## config.mk

```make
export PLATFORM = sky130hd
export DESIGN_NAME = lcd_line_timing_stat_controller_core_flat
export DESIGN_NICKNAME = d
export VERILOG_FILES = /design/src/rtl/lltsc_pkg.sv /design/src/rtl/lltsc_if.sv /design/src/rtl/lcd_line_timing_stat_controller_core.sv /design/src/flat_wrapper.sv
export SDC_FILE = /design/constraint.sdc
export NUM_CORES = 1
export LEC_CHECK = 0
export BUFFER_PORTS_ARGS = -buffer_cell sky130_fd_sc_hd__buf_4
export CELL_PAD_IN_SITES_DETAIL_PLACEMENT = 1
export CELL_PAD_IN_SITES_GLOBAL_PLACEMENT = 1
export CORE_UTILIZATION = 30
export DETAILED_ROUTE_END_ITERATION = 12
export GPL_ROUTABILITY_DRIVEN = 0
export HOLD_SLACK_MARGIN = 0.06
export PLACE_DENSITY = 0.58
export SLEW_MARGIN = 20
export SYNTH_ARGS = -nofsm -noshare
export SYNTH_HDL_FRONTEND = slang
export SYNTH_SLANG_ARGS = --single-unit
```

## constraint.sdc

```tcl
create_clock -name clk -period 4.35 [get_ports clk]
set_input_delay 0.87 -clock clk [delete_from_list [all_inputs] [get_ports clk]]
set_output_delay 0.87 -clock clk [all_outputs]
set_load 0.01 [all_outputs]
```

## src/rtl/lltsc_pkg.sv

```systemverilog
// ----------------------------------------------------------------------------
// lltsc_pkg
// Shared types and fixed constants of the LCD line timing and status block.
// ----------------------------------------------------------------------------
package lltsc_pkg;

  // Item operation codes; code 3 has no meaning and is ignored
  typedef enum logic [1:0] {
    OP_TICK  = 2'd0,
    OP_READ  = 2'd1,
    OP_WRITE = 2'd2
  } op_t;

  // Display mode as kept in status bits 1..0
  typedef enum logic [1:0] {
    MODE_HBLANK = 2'd0,
    MODE_VBLANK = 2'd1,
    MODE_OAM    = 2'd2,
    MODE_DRAW   = 2'd3
  } mode_t;

  // Register indexes, address minus 0xFF40
  localparam logic [3:0] REG_LCDC = 4'd0;
  localparam logic [3:0] REG_STAT = 4'd1;
  localparam logic [3:0] REG_SCY  = 4'd2;
  localparam logic [3:0] REG_SCX  = 4'd3;
  localparam logic [3:0] REG_LY   = 4'd4;
  localparam logic [3:0] REG_LYC  = 4'd5;
  localparam logic [3:0] REG_BGP  = 4'd7;
  localparam logic [3:0] REG_OBP0 = 4'd8;
  localparam logic [3:0] REG_OBP1 = 4'd9;

  // Dot positions where the mode switches inside a visible line
  localparam logic [10:0] DRAW_START   = 11'd80;
  localparam logic [10:0] HBLANK_START = 11'd252;

  localparam logic [7:0] STAT_WR_MASK  = 8'hF8;
  localparam logic [7:0] UNMAPPED_DATA = 8'hFF;

  // Bit positions in control and status
  localparam int LCDC_ENABLE_BIT = 7;
  localparam int STAT_MATCH_BIT  = 2;
  localparam int STAT_HBLANK_IE  = 3;
  localparam int STAT_VBLANK_IE  = 4;
  localparam int STAT_OAM_IE     = 5;
  localparam int STAT_MATCH_IE   = 6;

  // Reset values
  localparam logic [7:0] LCDC_RESET = 8'h91;
  localparam logic [7:0] STAT_RESET = 8'h85;
  localparam logic [7:0] BGP_RESET  = 8'hFC;
  localparam logic [7:0] OBP_RESET  = 8'hFF;

endpackage

```

## src/rtl/lltsc_if.sv

```systemverilog
// ----------------------------------------------------------------------------
// lltsc_if
// Valid/ready channels of the LCD line timing block: item in, result out.
// ----------------------------------------------------------------------------
interface lltsc_in_if;
  logic       valid;
  logic       ready;
  logic [1:0] operation;
  logic [7:0] elapsed_dots;
  logic [3:0] register_index;
  logic [7:0] write_data;

  modport source (output valid, output operation, output elapsed_dots,
                  output register_index, output write_data, input ready);
  modport sink   (input valid, input operation, input elapsed_dots,
                  input register_index, input write_data, output ready);
endinterface

interface lltsc_out_if;
  logic       valid;
  logic       ready;
  logic [7:0] read_data;
  logic       vblank_request;
  logic       status_request;

  modport source (output valid, output read_data, output vblank_request,
                  output status_request, input ready);
  modport sink   (input valid, input read_data, input vblank_request,
                  input status_request, output ready);
endinterface

```

## src/rtl/lcd_line_timing_stat_controller_core.sv

```systemverilog
// ----------------------------------------------------------------------------
// lcd_line_timing_stat_controller_core
// Dot counter, line counter, mode and interrupt requests of an LCD video unit.
// ----------------------------------------------------------------------------
// Each input beat is a tick (advance by elapsed_dots), a register read or a
// register write at 0xFF40 plus register_index; each yields exactly one result
// beat. The block takes one beat per cycle while in_ch.ready is high: the state
// update is a single add-and-compare on the dot counter and line, done in the
// cycle the beat is accepted, and the result lands in one output register in the
// cycle after. That output register is the only buffer, so in_ch.ready drops
// only while a result waits and out_ch.ready is low; with the sink ready,
// throughput is one beat per cycle.
// ----------------------------------------------------------------------------
module lcd_line_timing_stat_controller_core
  import lltsc_pkg::*;
#(
  parameter int VISIBLE_LINES = 144,
  parameter int BLANK_LINES   = 10,
  parameter int DOTS_PER_LINE = 456
) (
  input  logic        clk,
  input  logic        rst_n,
  lltsc_in_if.sink    in_ch,
  lltsc_out_if.source out_ch
);

  localparam logic [7:0]  VIS_LINE  = 8'(VISIBLE_LINES);
  localparam logic [7:0]  WRAP_LINE = 8'(VISIBLE_LINES + BLANK_LINES);
  localparam logic [10:0] LINE_DOTS = 11'(DOTS_PER_LINE);

  // Timing and register state
  logic [9:0] dot_r,  dot_nxt;
  logic [7:0] line_r, line_nxt;
  logic [7:0] lcdc_r, lcdc_nxt;
  logic [7:0] stat_r, stat_nxt;
  logic [7:0] lyc_r,  lyc_nxt;
  logic [7:0] scy_r,  scy_nxt;
  logic [7:0] scx_r,  scx_nxt;
  logic [7:0] bgp_r,  bgp_nxt;
  logic [7:0] obp0_r, obp0_nxt;
  logic [7:0] obp1_r, obp1_nxt;

  // Result register
  logic       out_valid_r, out_valid_nxt;
  logic [7:0] out_data_r,  rd_nxt;
  logic       out_vb_r,    vb_nxt;
  logic       out_st_r,    st_nxt;

  logic       in_fire;
  logic [10:0] dot_sum;
  logic [10:0] dot_wrap;
  logic [7:0]  line_inc;
  mode_t       mode_new;

  // Accept while the result slot is empty or being drained this cycle
  assign in_ch.ready = !out_valid_r || out_ch.ready;
  assign in_fire     = in_ch.valid && in_ch.ready;

  assign out_ch.valid          = out_valid_r;
  assign out_ch.read_data      = out_data_r;
  assign out_ch.vblank_request = out_vb_r;
  assign out_ch.status_request = out_st_r;

  // Dot sum and the mode it implies for the current line
  assign dot_sum  = {1'b0, dot_r} + {3'b000, in_ch.elapsed_dots};
  assign dot_wrap = dot_sum - LINE_DOTS;
  assign line_inc = line_r + 8'd1;

  always_comb begin
    if (line_r >= VIS_LINE) begin
      mode_new = MODE_VBLANK;
    end else if (dot_sum >= HBLANK_START) begin
      mode_new = MODE_HBLANK;
    end else if (dot_sum >= DRAW_START) begin
      mode_new = MODE_DRAW;
    end else begin
      mode_new = MODE_OAM;
    end
  end

  always_comb begin
    dot_nxt  = dot_r;
    line_nxt = line_r;
    lcdc_nxt = lcdc_r;
    stat_nxt = stat_r;
    lyc_nxt  = lyc_r;
    scy_nxt  = scy_r;
    scx_nxt  = scx_r;
    bgp_nxt  = bgp_r;
    obp0_nxt = obp0_r;
    obp1_nxt = obp1_r;
    rd_nxt   = 8'h00;
    vb_nxt   = 1'b0;
    st_nxt   = 1'b0;

    case (in_ch.operation)
      OP_TICK: begin
        if (!lcdc_r[LCDC_ENABLE_BIT]) begin
          // Display off: park at line 0, dot 0, mode 0; match bit untouched
          dot_nxt       = '0;
          line_nxt      = '0;
          stat_nxt[1:0] = MODE_HBLANK;
        end else begin
          // Mode change, with its interrupt enable
          if (stat_r[1:0] != mode_new) begin
            stat_nxt[1:0] = mode_new;
            case (mode_new)
              MODE_HBLANK: st_nxt = stat_r[STAT_HBLANK_IE];
              MODE_VBLANK: st_nxt = stat_r[STAT_VBLANK_IE];
              MODE_OAM:    st_nxt = stat_r[STAT_OAM_IE];
              default:     st_nxt = 1'b0;
            endcase
          end
          // Line compare: raise only on a rising match
          if (line_r == lyc_r) begin
            stat_nxt[STAT_MATCH_BIT] = 1'b1;
            if (!stat_r[STAT_MATCH_BIT] && stat_r[STAT_MATCH_IE]) begin
              st_nxt = 1'b1;
            end
          end else begin
            stat_nxt[STAT_MATCH_BIT] = 1'b0;
          end
          // End of line: advance, flag vertical blank, wrap the frame
          if (dot_sum >= LINE_DOTS) begin
            dot_nxt = dot_wrap[9:0];
            if (line_inc == VIS_LINE) begin
              line_nxt = line_inc;
              vb_nxt   = 1'b1;
            end else if (line_inc >= WRAP_LINE) begin
              line_nxt = '0;
            end else begin
              line_nxt = line_inc;
            end
          end else begin
            dot_nxt = dot_sum[9:0];
          end
        end
      end
      OP_READ: begin
        case (in_ch.register_index)
          REG_LCDC: rd_nxt = lcdc_r;
          REG_STAT: rd_nxt = stat_r;
          REG_SCY:  rd_nxt = scy_r;
          REG_SCX:  rd_nxt = scx_r;
          REG_LY:   rd_nxt = line_r;
          REG_LYC:  rd_nxt = lyc_r;
          REG_BGP:  rd_nxt = bgp_r;
          REG_OBP0: rd_nxt = obp0_r;
          REG_OBP1: rd_nxt = obp1_r;
          default:  rd_nxt = UNMAPPED_DATA;
        endcase
      end
      OP_WRITE: begin
        case (in_ch.register_index)
          REG_LCDC: lcdc_nxt = in_ch.write_data;
          // Keep mode and match bits, take the enables
          REG_STAT: stat_nxt = (in_ch.write_data & STAT_WR_MASK) |
                               (stat_r & ~STAT_WR_MASK);
          REG_SCY:  scy_nxt  = in_ch.write_data;
          REG_SCX:  scx_nxt  = in_ch.write_data;
          REG_LYC:  lyc_nxt  = in_ch.write_data;
          REG_BGP:  bgp_nxt  = in_ch.write_data;
          REG_OBP0: obp0_nxt = in_ch.write_data;
          REG_OBP1: obp1_nxt = in_ch.write_data;
          default: ; // line register and unmapped: drop the write
        endcase
      end
      default: ; // unknown operation: no change, zero result
    endcase
  end

  // Hold the result while stalled, reload on every accepted beat
  assign out_valid_nxt = in_fire || (out_valid_r && !out_ch.ready);

  always_ff @(posedge clk) begin
    if (!rst_n) begin
      dot_r       <= '0;
      line_r      <= '0;
      lcdc_r      <= LCDC_RESET;
      stat_r      <= STAT_RESET;
      lyc_r       <= '0;
      scy_r       <= '0;
      scx_r       <= '0;
      bgp_r       <= BGP_RESET;
      obp0_r      <= OBP_RESET;
      obp1_r      <= OBP_RESET;
      out_valid_r <= 1'b0;
    end else begin
      out_valid_r <= out_valid_nxt;
      if (in_fire) begin
        dot_r  <= dot_nxt;
        line_r <= line_nxt;
        lcdc_r <= lcdc_nxt;
        stat_r <= stat_nxt;
        lyc_r  <= lyc_nxt;
        scy_r  <= scy_nxt;
        scx_r  <= scx_nxt;
        bgp_r  <= bgp_nxt;
        obp0_r <= obp0_nxt;
        obp1_r <= obp1_nxt;
      end
    end
  end

  always_ff @(posedge clk) begin
    if (in_fire) begin
      out_data_r <= rd_nxt;
      out_vb_r   <= vb_nxt;
      out_st_r   <= st_nxt;
    end
  end

`ifndef ASSERT_OFF
  a_line_in_frame: assert property (@(posedge clk) disable iff (!rst_n)
    line_r < WRAP_LINE)
    else $error("line counter left the frame");

  a_disabled_tick_parks: assert property (@(posedge clk) disable iff (!rst_n)
    (in_fire && in_ch.operation == OP_TICK && !lcdc_r[LCDC_ENABLE_BIT]) |=>
      (line_r == 8'd0 && dot_r == 10'd0 && stat_r[1:0] == MODE_HBLANK))
    else $error("disabled tick did not park the timing");

  a_vblank_on_entry: assert property (@(posedge clk) disable iff (!rst_n)
    in_fire |=> (!out_vb_r || line_r == VIS_LINE))
    else $error("vertical blank request off its line");

  a_read_data_only_on_read: assert property (@(posedge clk) disable iff (!rst_n)
    (in_fire && in_ch.operation != OP_READ) |=> (out_data_r == 8'h00))
    else $error("read data on a non-read beat");

  a_requests_only_on_tick: assert property (@(posedge clk) disable iff (!rst_n)
    (in_fire && in_ch.operation != OP_TICK) |=> (!out_vb_r && !out_st_r))
    else $error("interrupt request on a non-tick beat");
`endif

endmodule
```

## src/flat_wrapper.sv

```systemverilog
// flat-port wrapper written by rule: the top's interface ports become plain ports
module lcd_line_timing_stat_controller_core_flat import lltsc_pkg::*;
#(
  parameter int VISIBLE_LINES = 144,
  parameter int BLANK_LINES   = 10,
  parameter int DOTS_PER_LINE = 456
)
  (clk, rst_n, in_ch_valid, in_ch_operation, in_ch_elapsed_dots, in_ch_register_index, in_ch_write_data, in_ch_ready, out_ch_valid, out_ch_read_data, out_ch_vblank_request, out_ch_status_request, out_ch_ready);
  lltsc_in_if in_ch_i ();
  lltsc_out_if out_ch_i ();
  input  logic clk;
  input  logic rst_n;
  input wire logic [$bits(in_ch_i.valid)-1:0] in_ch_valid;
  input wire logic [$bits(in_ch_i.operation)-1:0] in_ch_operation;
  input wire logic [$bits(in_ch_i.elapsed_dots)-1:0] in_ch_elapsed_dots;
  input wire logic [$bits(in_ch_i.register_index)-1:0] in_ch_register_index;
  input wire logic [$bits(in_ch_i.write_data)-1:0] in_ch_write_data;
  output wire logic [$bits(in_ch_i.ready)-1:0] in_ch_ready;
  output wire logic [$bits(out_ch_i.valid)-1:0] out_ch_valid;
  output wire logic [$bits(out_ch_i.read_data)-1:0] out_ch_read_data;
  output wire logic [$bits(out_ch_i.vblank_request)-1:0] out_ch_vblank_request;
  output wire logic [$bits(out_ch_i.status_request)-1:0] out_ch_status_request;
  input wire logic [$bits(out_ch_i.ready)-1:0] out_ch_ready;
  assign in_ch_i.valid = in_ch_valid;
  assign in_ch_i.operation = in_ch_operation;
  assign in_ch_i.elapsed_dots = in_ch_elapsed_dots;
  assign in_ch_i.register_index = in_ch_register_index;
  assign in_ch_i.write_data = in_ch_write_data;
  assign in_ch_ready = in_ch_i.ready;
  assign out_ch_valid = out_ch_i.valid;
  assign out_ch_read_data = out_ch_i.read_data;
  assign out_ch_vblank_request = out_ch_i.vblank_request;
  assign out_ch_status_request = out_ch_i.status_request;
  assign out_ch_i.ready = out_ch_ready;
  lcd_line_timing_stat_controller_core #(.VISIBLE_LINES(VISIBLE_LINES), .BLANK_LINES(BLANK_LINES), .DOTS_PER_LINE(DOTS_PER_LINE)) u_core (.clk(clk), .rst_n(rst_n), .in_ch(in_ch_i), .out_ch(out_ch_i));
endmodule
```

==> run_results.csv, run 1 <==
group,metric,value,unit
outcome,status,"finished, final reports clean",
clocking,post_cts_resized,0,
worst_setup_path,cp-end-kind,"flop",
power_and_ir_drop,vdd_ir_drop_max,181.4,uV
layout,drive_gt1_frac,0.1190,
power_and_ir_drop,leakagePower,2.566,nW
global_routing,antenna_found_initial,0,
drt,drc,0,
timing,setup-tns-final,0,ns
worst_setup_path,timing.critical_path.arrival,4.11,ns
timing,fin_worst_skew,0.008322,ns
timing,fmax,260.9,MHz
floorplan,die-height,135.0,um
timing,tightest_slew,0.6985,ns
logic_synthesis,synth-seq-area-share,0.3697,
timing,setup_ws,0.5172,ns
drt,wl,17.66,mm
logic_synthesis,yosysTopAreaCell,"dfxtp_1",
placement,dp_hpwl,12.75,mm
timing,slew_headroom,0.5330,
drt,postRouteAntennaNets,0,
global_routing,overflow,0,
drt,drtPass1Iterations,4,
placement,port_buffers,37,
clocking,cts_tree,"yes",
drt,via_per_inst,5.463,
layout,nets,701,
floorplan,start_util,0.3068,
worst_setup_path,setup.worst_path.start_class,"input port",
placement,pre_cts_slack,0.1989,ns
clocking,clock_path_buffers,2,
logic_synthesis,ys_warn_count,0,
layout,fill_cells,2061,
logic_synthesis,synth_most_common_cell,"dfxtp_1",
timing,fin_crit_sh,0.8811,
timing,slew_viol_final,0,
clocking,cts_setup_buffers,0,
power_and_ir_drop,powerDensity,331.9,mW/mm2
floorplan,die_w,135.0,um
timing,min_period,3.833,ns
logic_synthesis,ys_types,61,
job,drv_cap,0,
drt,num_vias,4857,
global_routing,grt_max_degree,44,
logic_synthesis,yosys.area.top_type_share,0.3131,
timing,rsz0062_at_grt,"false",
logic_synthesis,syn_nets,683,
floorplan,die_area,0.01822,mm2
logic_synthesis,synthXorXnorAreaFrac,0.03796,
layout,area_growth,15.30,%
timing,hold_viol,0,
logic_synthesis,synth_fa_ha_area_frac,0.03914,
global_routing,grt_pass1_vias,4986,
logic_synthesis,syn_area_per_cell,8.278,um2
logic_synthesis,ys_seq_elements,93,
floorplan,core_area,0.01730,mm2
worst_setup_path,required,4.63,ns
clocking,htreeDepth,3,
logic_synthesis,synth_top_family_by_area,"simple AND/OR/NAND/NOR gates",
worst_hold_path,hold_path.class,"reg -> reg",
layout,diodes,0,
global_routing,grt.total_usage,0.2006,
clocking,clock_latency,0.35,ns
drt,drt_iter0_drc,284,
logic_synthesis,yosys.area_share.simple,0.2231,
drt,avgRoutedWirePerCell,19.87,um
timing,setup_viol,0,
clocking,cts_root_buf,"clkbuf_16",
worst_setup_path,crit_fanout,7,
logic_synthesis,synthTopCellsByCount,"83 x dfxtp_1, 75 x nand2_1, 66 x nor2_1",
worst_setup_path,crit_type,"in -> reg",
clocking,cts.sinks,93,
logic_synthesis,syn_area,0.005306,mm2
floorplan,ios,38,
logic_synthesis,synthMuxAreaShare,0.1132,
logic_synthesis,synth.top_cells.by_area,"dfxtp_1 31%, mux2i_1 11%, edfxtp_1 5.7%",
floorplan,rows,48,
global_routing,grt_first_pass_wirelength,27.97,mm
worst_setup_path,reg2reg_depth,12,
logic_synthesis,synth-edff-count,10,
clocking,cts_hold_buf,0,
logic_synthesis,synth_cells,641,
clocking,path_clk_slew,0.07,ns
worst_hold_path,hold_path_depth,2,
logic_synthesis,synth-compound-area-share,0.1745,
logic_synthesis,synthArstFlopShare,0,
clocking,cts-buffers-inserted,9,
logic_synthesis,ys.flop_type,"dfxtp_1",
-- final timing paths --
path	startpoint	end	slack [ns]
worst max-delay path	in_ch_elapsed_dots[0]	u_core.line_r[6]	0.52
worst min-delay path	u_core.lcdc_r[1]	u_core.lcdc_r[1]	0.46
worst max register to register	u_core.dot_r[0]	u_core.line_r[6]	0.84
worst min register to register	u_core.lcdc_r[1]	u_core.lcdc_r[1]	0.46
-- area by class of cell --
class | instances | area, um2 | share of cell area
flip-flops and latches | 93 | 1962 | 0.3207
well taps | 225 | 281.5 | 0.04601
repair buffers | 51 | 382.9 | 0.06258
inverters | 14 | 52.55 | 0.008589
multi-input cells | 490 | 3119 | 0.5098
clock inverters | 6 | 91.34 | 0.01493
clock buffers | 10 | 229.0 | 0.03742
-- flip-flops by register name, indices dropped and copies added (netlist names) --
| register | count |
|---|---|
| u_core.dot_r | 10 |
| u_core.bgp_r | 8 |
| u_core.lcdc_r | 8 |
| u_core.line_r | 8 |
| u_core.lyc_r | 8 |
| u_core.obp0_r | 8 |
| u_core.obp1_r | 8 |
| u_core.out_ch.read_data | 8 |
| u_core.scx_r | 8 |
| u_core.scy_r | 8 |
| u_core.stat_r | 8 |
| u_core.out_ch.status_request | 1 |
| u_core.out_ch.valid | 1 |
| u_core.out_ch.vblank_request | 1 |
-- kinds of logic after synthesis --
family / after synthesis
and+or+nand+nor: 249
AOI/OAI and AO/OA: 142
DFF: 93
muxes: 60
buffers and inverters: 58
xor gates and xnor gates: 23
adders and majority gates: 16
-- placed cells by master (no fill, tap or decap), drive strengths merged, types with 5 or more instances in the layout --
cell type,n
xor2,15
o211ai,8
a21oi,49
nor3,13
ha,15
inv,17
a221oi,6
dfxtp,83
and2,5
nand3,38
nor2b,6
mux2i,60
nand2b,9
nor2,67
clkbuf,10
buf,51
nand4,6
o21ai,35
and3,7
edfxtp,10
xnor2,8
nand2,75
-- worst max-delay path, cell delays in order --
cell,delay (ns)
buf_4,0.11
ha_1,0.23
fa_1,0.43
a211oi_1,0.37
nor2_1,0.11
nor2_1,0.40
inv_1,0.16
ha_1,0.27
nand4b_1,0.19
a21oi_4,0.08
a21o_1,0.23
or4_1,0.52
a21oi_1,0.15
-- through the flow --
stage,hold WS [ns],std cells,utilization,instance area [um2],power [mW]
after CTS,0.4619,889,0.3537,6118,2.057
after global placement,0.4416,873,0.3352,5798,1.168
after floorplan,0.4291,641,-,5306,1.076
after global routing,0.4847,889,0.3537,6118,2.122
final,0.4585,889,0.3537,6118,2.031
after detailed placement,0.4518,873,0.3352,5798,1.175
-- metal layers --
layer / up-vias / wire length [um] / track usage
met2: 81 / 8303 / 0.3282
met3: 15 / 590 / 0.03191
li1: 2328 / - / -
met5: - / 0 / 0
met4: 0 / 263 / 0.06679
met1: 2433 / 8504 / 0.2677
-- where the power goes --
part           switching [mW]  internal (mW)
Sequential             0.0112          0.880
Clock                   0.366          0.509
Combinational           0.166         0.0979
Note: power is estimated with default switching activity, not from simulation.
==> inputs of run 2 (changes only) <==
- CORE_UTILIZATION: 30 -> 46
- PLACE_DENSITY: 0.58 -> 0.82
==> run 2 against run 1 <==
Compared with the run above:
- via count rose by 2.1%
- sequential power is essentially flat
- wire length shrank 7.1%
- highest routed layer unchanged
==> run_results.csv, run 2 (synthesis gave the netlist of run 1 again) <==
group,metric,value,unit
timing,rsz0062_at_grt,"false",
floorplan,rows,38,
clocking,cts_root_buf,"clkbuf_16",
drt,num_vias,4961,
worst_setup_path,ff2ff_setup_slack,0.74,ns
layout,multiInputGateArea,0.003119,mm2
power_and_ir_drop,finalPower,1.933,mW
clocking,cts-buffers-inserted,9,
clocking,clock_latency,0.35,ns
worst_hold_path,hold_path.class,"reg -> reg",
layout,most-common-layout-cells,"83 x dfxtp_1, 75 x nand2_1, 66 x nor2_1, 60 x mux2i_1, 48 x a21oi_1",
clocking,cts.sinks,93,
worst_hold_path,hold_path_depth,2,
layout,regMostFlops,"u_core.dot_r",
clocking,cts_tree,"yes",
timing,fmax,254.5,MHz
worst_setup_path,required,4.62,ns
worst_hold_path,hp-start,"u_core.lcdc_r[5]",
layout,largest_register_ffs,10,
power_and_ir_drop,p_seq_frac,0.461,
outcome,status,"finished, final reports clean",
power_and_ir_drop,vdd_ir_drop_max,199.3,uV
placement,dp_hpwl,11.47,mm
worst_hold_path,holdPathEnd,"u_core.lcdc_r[5]",
drt,drt_iter0_drc,291,
power_and_ir_drop,switching_share,0.2743,
layout,fill_cells,1320,
layout,area_growth,11.95,%
layout,diodes,0,
drt,postRouteAntennaNets,0,
timing,fin_crit_sh,0.9032,
drt,avgRoutedWirePerCell,20.54,um
power_and_ir_drop,powerDensity,325.4,mW/mm2
floorplan,die_w,109.4,um
timing,hold_viol,0,
timing,setup_viol,0,
global_routing,grt_max_degree,44,
power_and_ir_drop,p_sw,0.5304,mW
worst_setup_path,cp-end-kind,"flop",
clocking,htreeDepth,3,
layout,nets,696,
worst_setup_path,timing.rr.start,"u_core.dot_r[0]",
layout,final_common_cell,"dfxtp_1",
clocking,cts_setup_buffers,0,
floorplan,ios,38,
drt,drc,0,
worst_setup_path,crit_fanout,7,
job,drv_cap,0,
global_routing,grt_first_pass_wirelength,26.12,mm
global_routing,antenna_found_initial,0,
timing,setup-tns-final,0,ns
global_routing,overflow,0,
clocking,clock_path_buffers,2,
layout,drive_gt1_frac,0.1108,
drt,drtPass1Iterations,5,
floorplan,die_area,0.01197,mm2
worst_setup_path,reg2reg_depth,13,
clocking,path_clk_slew,0.06,ns
layout,seqCellArea,0.001962,mm2
timing,min_period,3.929,ns
worst_setup_path,timing.critical_path.arrival,4.20,ns
power_and_ir_drop,leakagePower,2.531,nW
floorplan,start_util,0.4811,
drt,via_per_inst,6.209,
global_routing,grt_pass1_vias,4913,
worst_setup_path,reg2reg_to,"u_core.line_r[4]",
timing,slew_headroom,0.4826,
timing,tightest_slew,0.7737,ns
timing,slew_viol_final,0,
timing,fin_worst_skew,0.005552,ns
power_and_ir_drop,p_clk_frac,0.406,
power_and_ir_drop,combinationalPowerShare,0.133,
worst_setup_path,crit_type,"in -> reg",
clocking,post_cts_resized,0,
power_and_ir_drop,internal_power,1.403,mW
placement,port_buffers,37,
floorplan,die-height,109.4,um
floorplan,core_area,0.01103,mm2
drt,wl,16.42,mm
global_routing,grt.total_usage,0.2885,
timing,hold_slack,0.4700,ns
clocking,cts_hold_buf,0,
worst_setup_path,setup.worst_path.start_class,"input port",
## run 2: cell types whose count changed in the layout (fill, tap and decap cells not counted)
cell / delta
bufinv_16: -2
buf_4: -5
clkinv_2: +1
clkinvlp_4: -1
clkbuf_1: +1
clkbuf_16: +1
## run 2: layout make-up
class,count,area share
Clock buffer,12,0.04339
Sequential cell,93,0.3302
Inverter,14,0.008846
Multi-Input combinational cell,490,0.5251
Clock inverter,4,0.004844
Tap cell,140,0.02949
Timing Repair Buffer,46,0.05813
## run 2: worst max path at each step
stage	start	to	depth (start not counted)
after floorplan	in_ch_elapsed_dots[0]	u_core.line_r[6]	12
after global placement	in_ch_elapsed_dots[0]	u_core.line_r[6]	13
after detailed placement	in_ch_elapsed_dots[0]	u_core.line_r[4]	14
after CTS	in_ch_elapsed_dots[0]	u_core.line_r[4]	14
after global routing	in_ch_elapsed_dots[0]	u_core.line_r[4]	14
final	in_ch_elapsed_dots[0]	u_core.line_r[4]	14
## run 2: metrics by stage
| step | util | cells | cell area [um2] | setup WS, ns |
|---|---|---|---|---|
| detailed placement | 0.5126 | 783 | 5654 | 0.09533 |
| finish | 0.5386 | 799 | 5941 | 0.4209 |
| CTS | 0.5386 | 799 | 5941 | 0.4220 |
| global placement | 0.5126 | 783 | 5654 | 0.3385 |
| global route | 0.5386 | 799 | 5941 | 0.1918 |
| floorplan | - | 641 | 5306 | 0.6576 |
## run 2: power groups by stage
stage               logic [mW]  registers, mW  clock network, mW
floorplan                0.165          0.912                  0
global placement         0.243          0.910                  0
detailed placement       0.251          0.911                  0
CTS                      0.253          0.892              0.788
global route             0.278          0.893              0.826
finish                   0.256          0.892              0.785
## run 2: per-layer routing
metal / vias up / routed length (um) / global-route usage / share of wire
met3: 27 / 816 / 0.03675 / 0.050
met5: - / 0 / 0 / 0
met4: 0 / 350 / 0.1076 / 0.021
met1: 2473 / 7562 / 0.3935 / 0.46
li1: 2330 / - / - / -
met2: 131 / 7686 / 0.4650 / 0.47
## run 2: critical path, stage by stage
cell	delay [ns]
buf_4	0.11
ha_1	0.23
fa_1	0.44
a211oi_1	0.39
nor2_1	0.12
nor2_1	0.39
inv_1	0.16
ha_1	0.25
nand4b_1	0.19
a21oi_4	0.08
a21o_1	0.26
buf_4	0.19
or3_1	0.35
a21oi_1	0.17
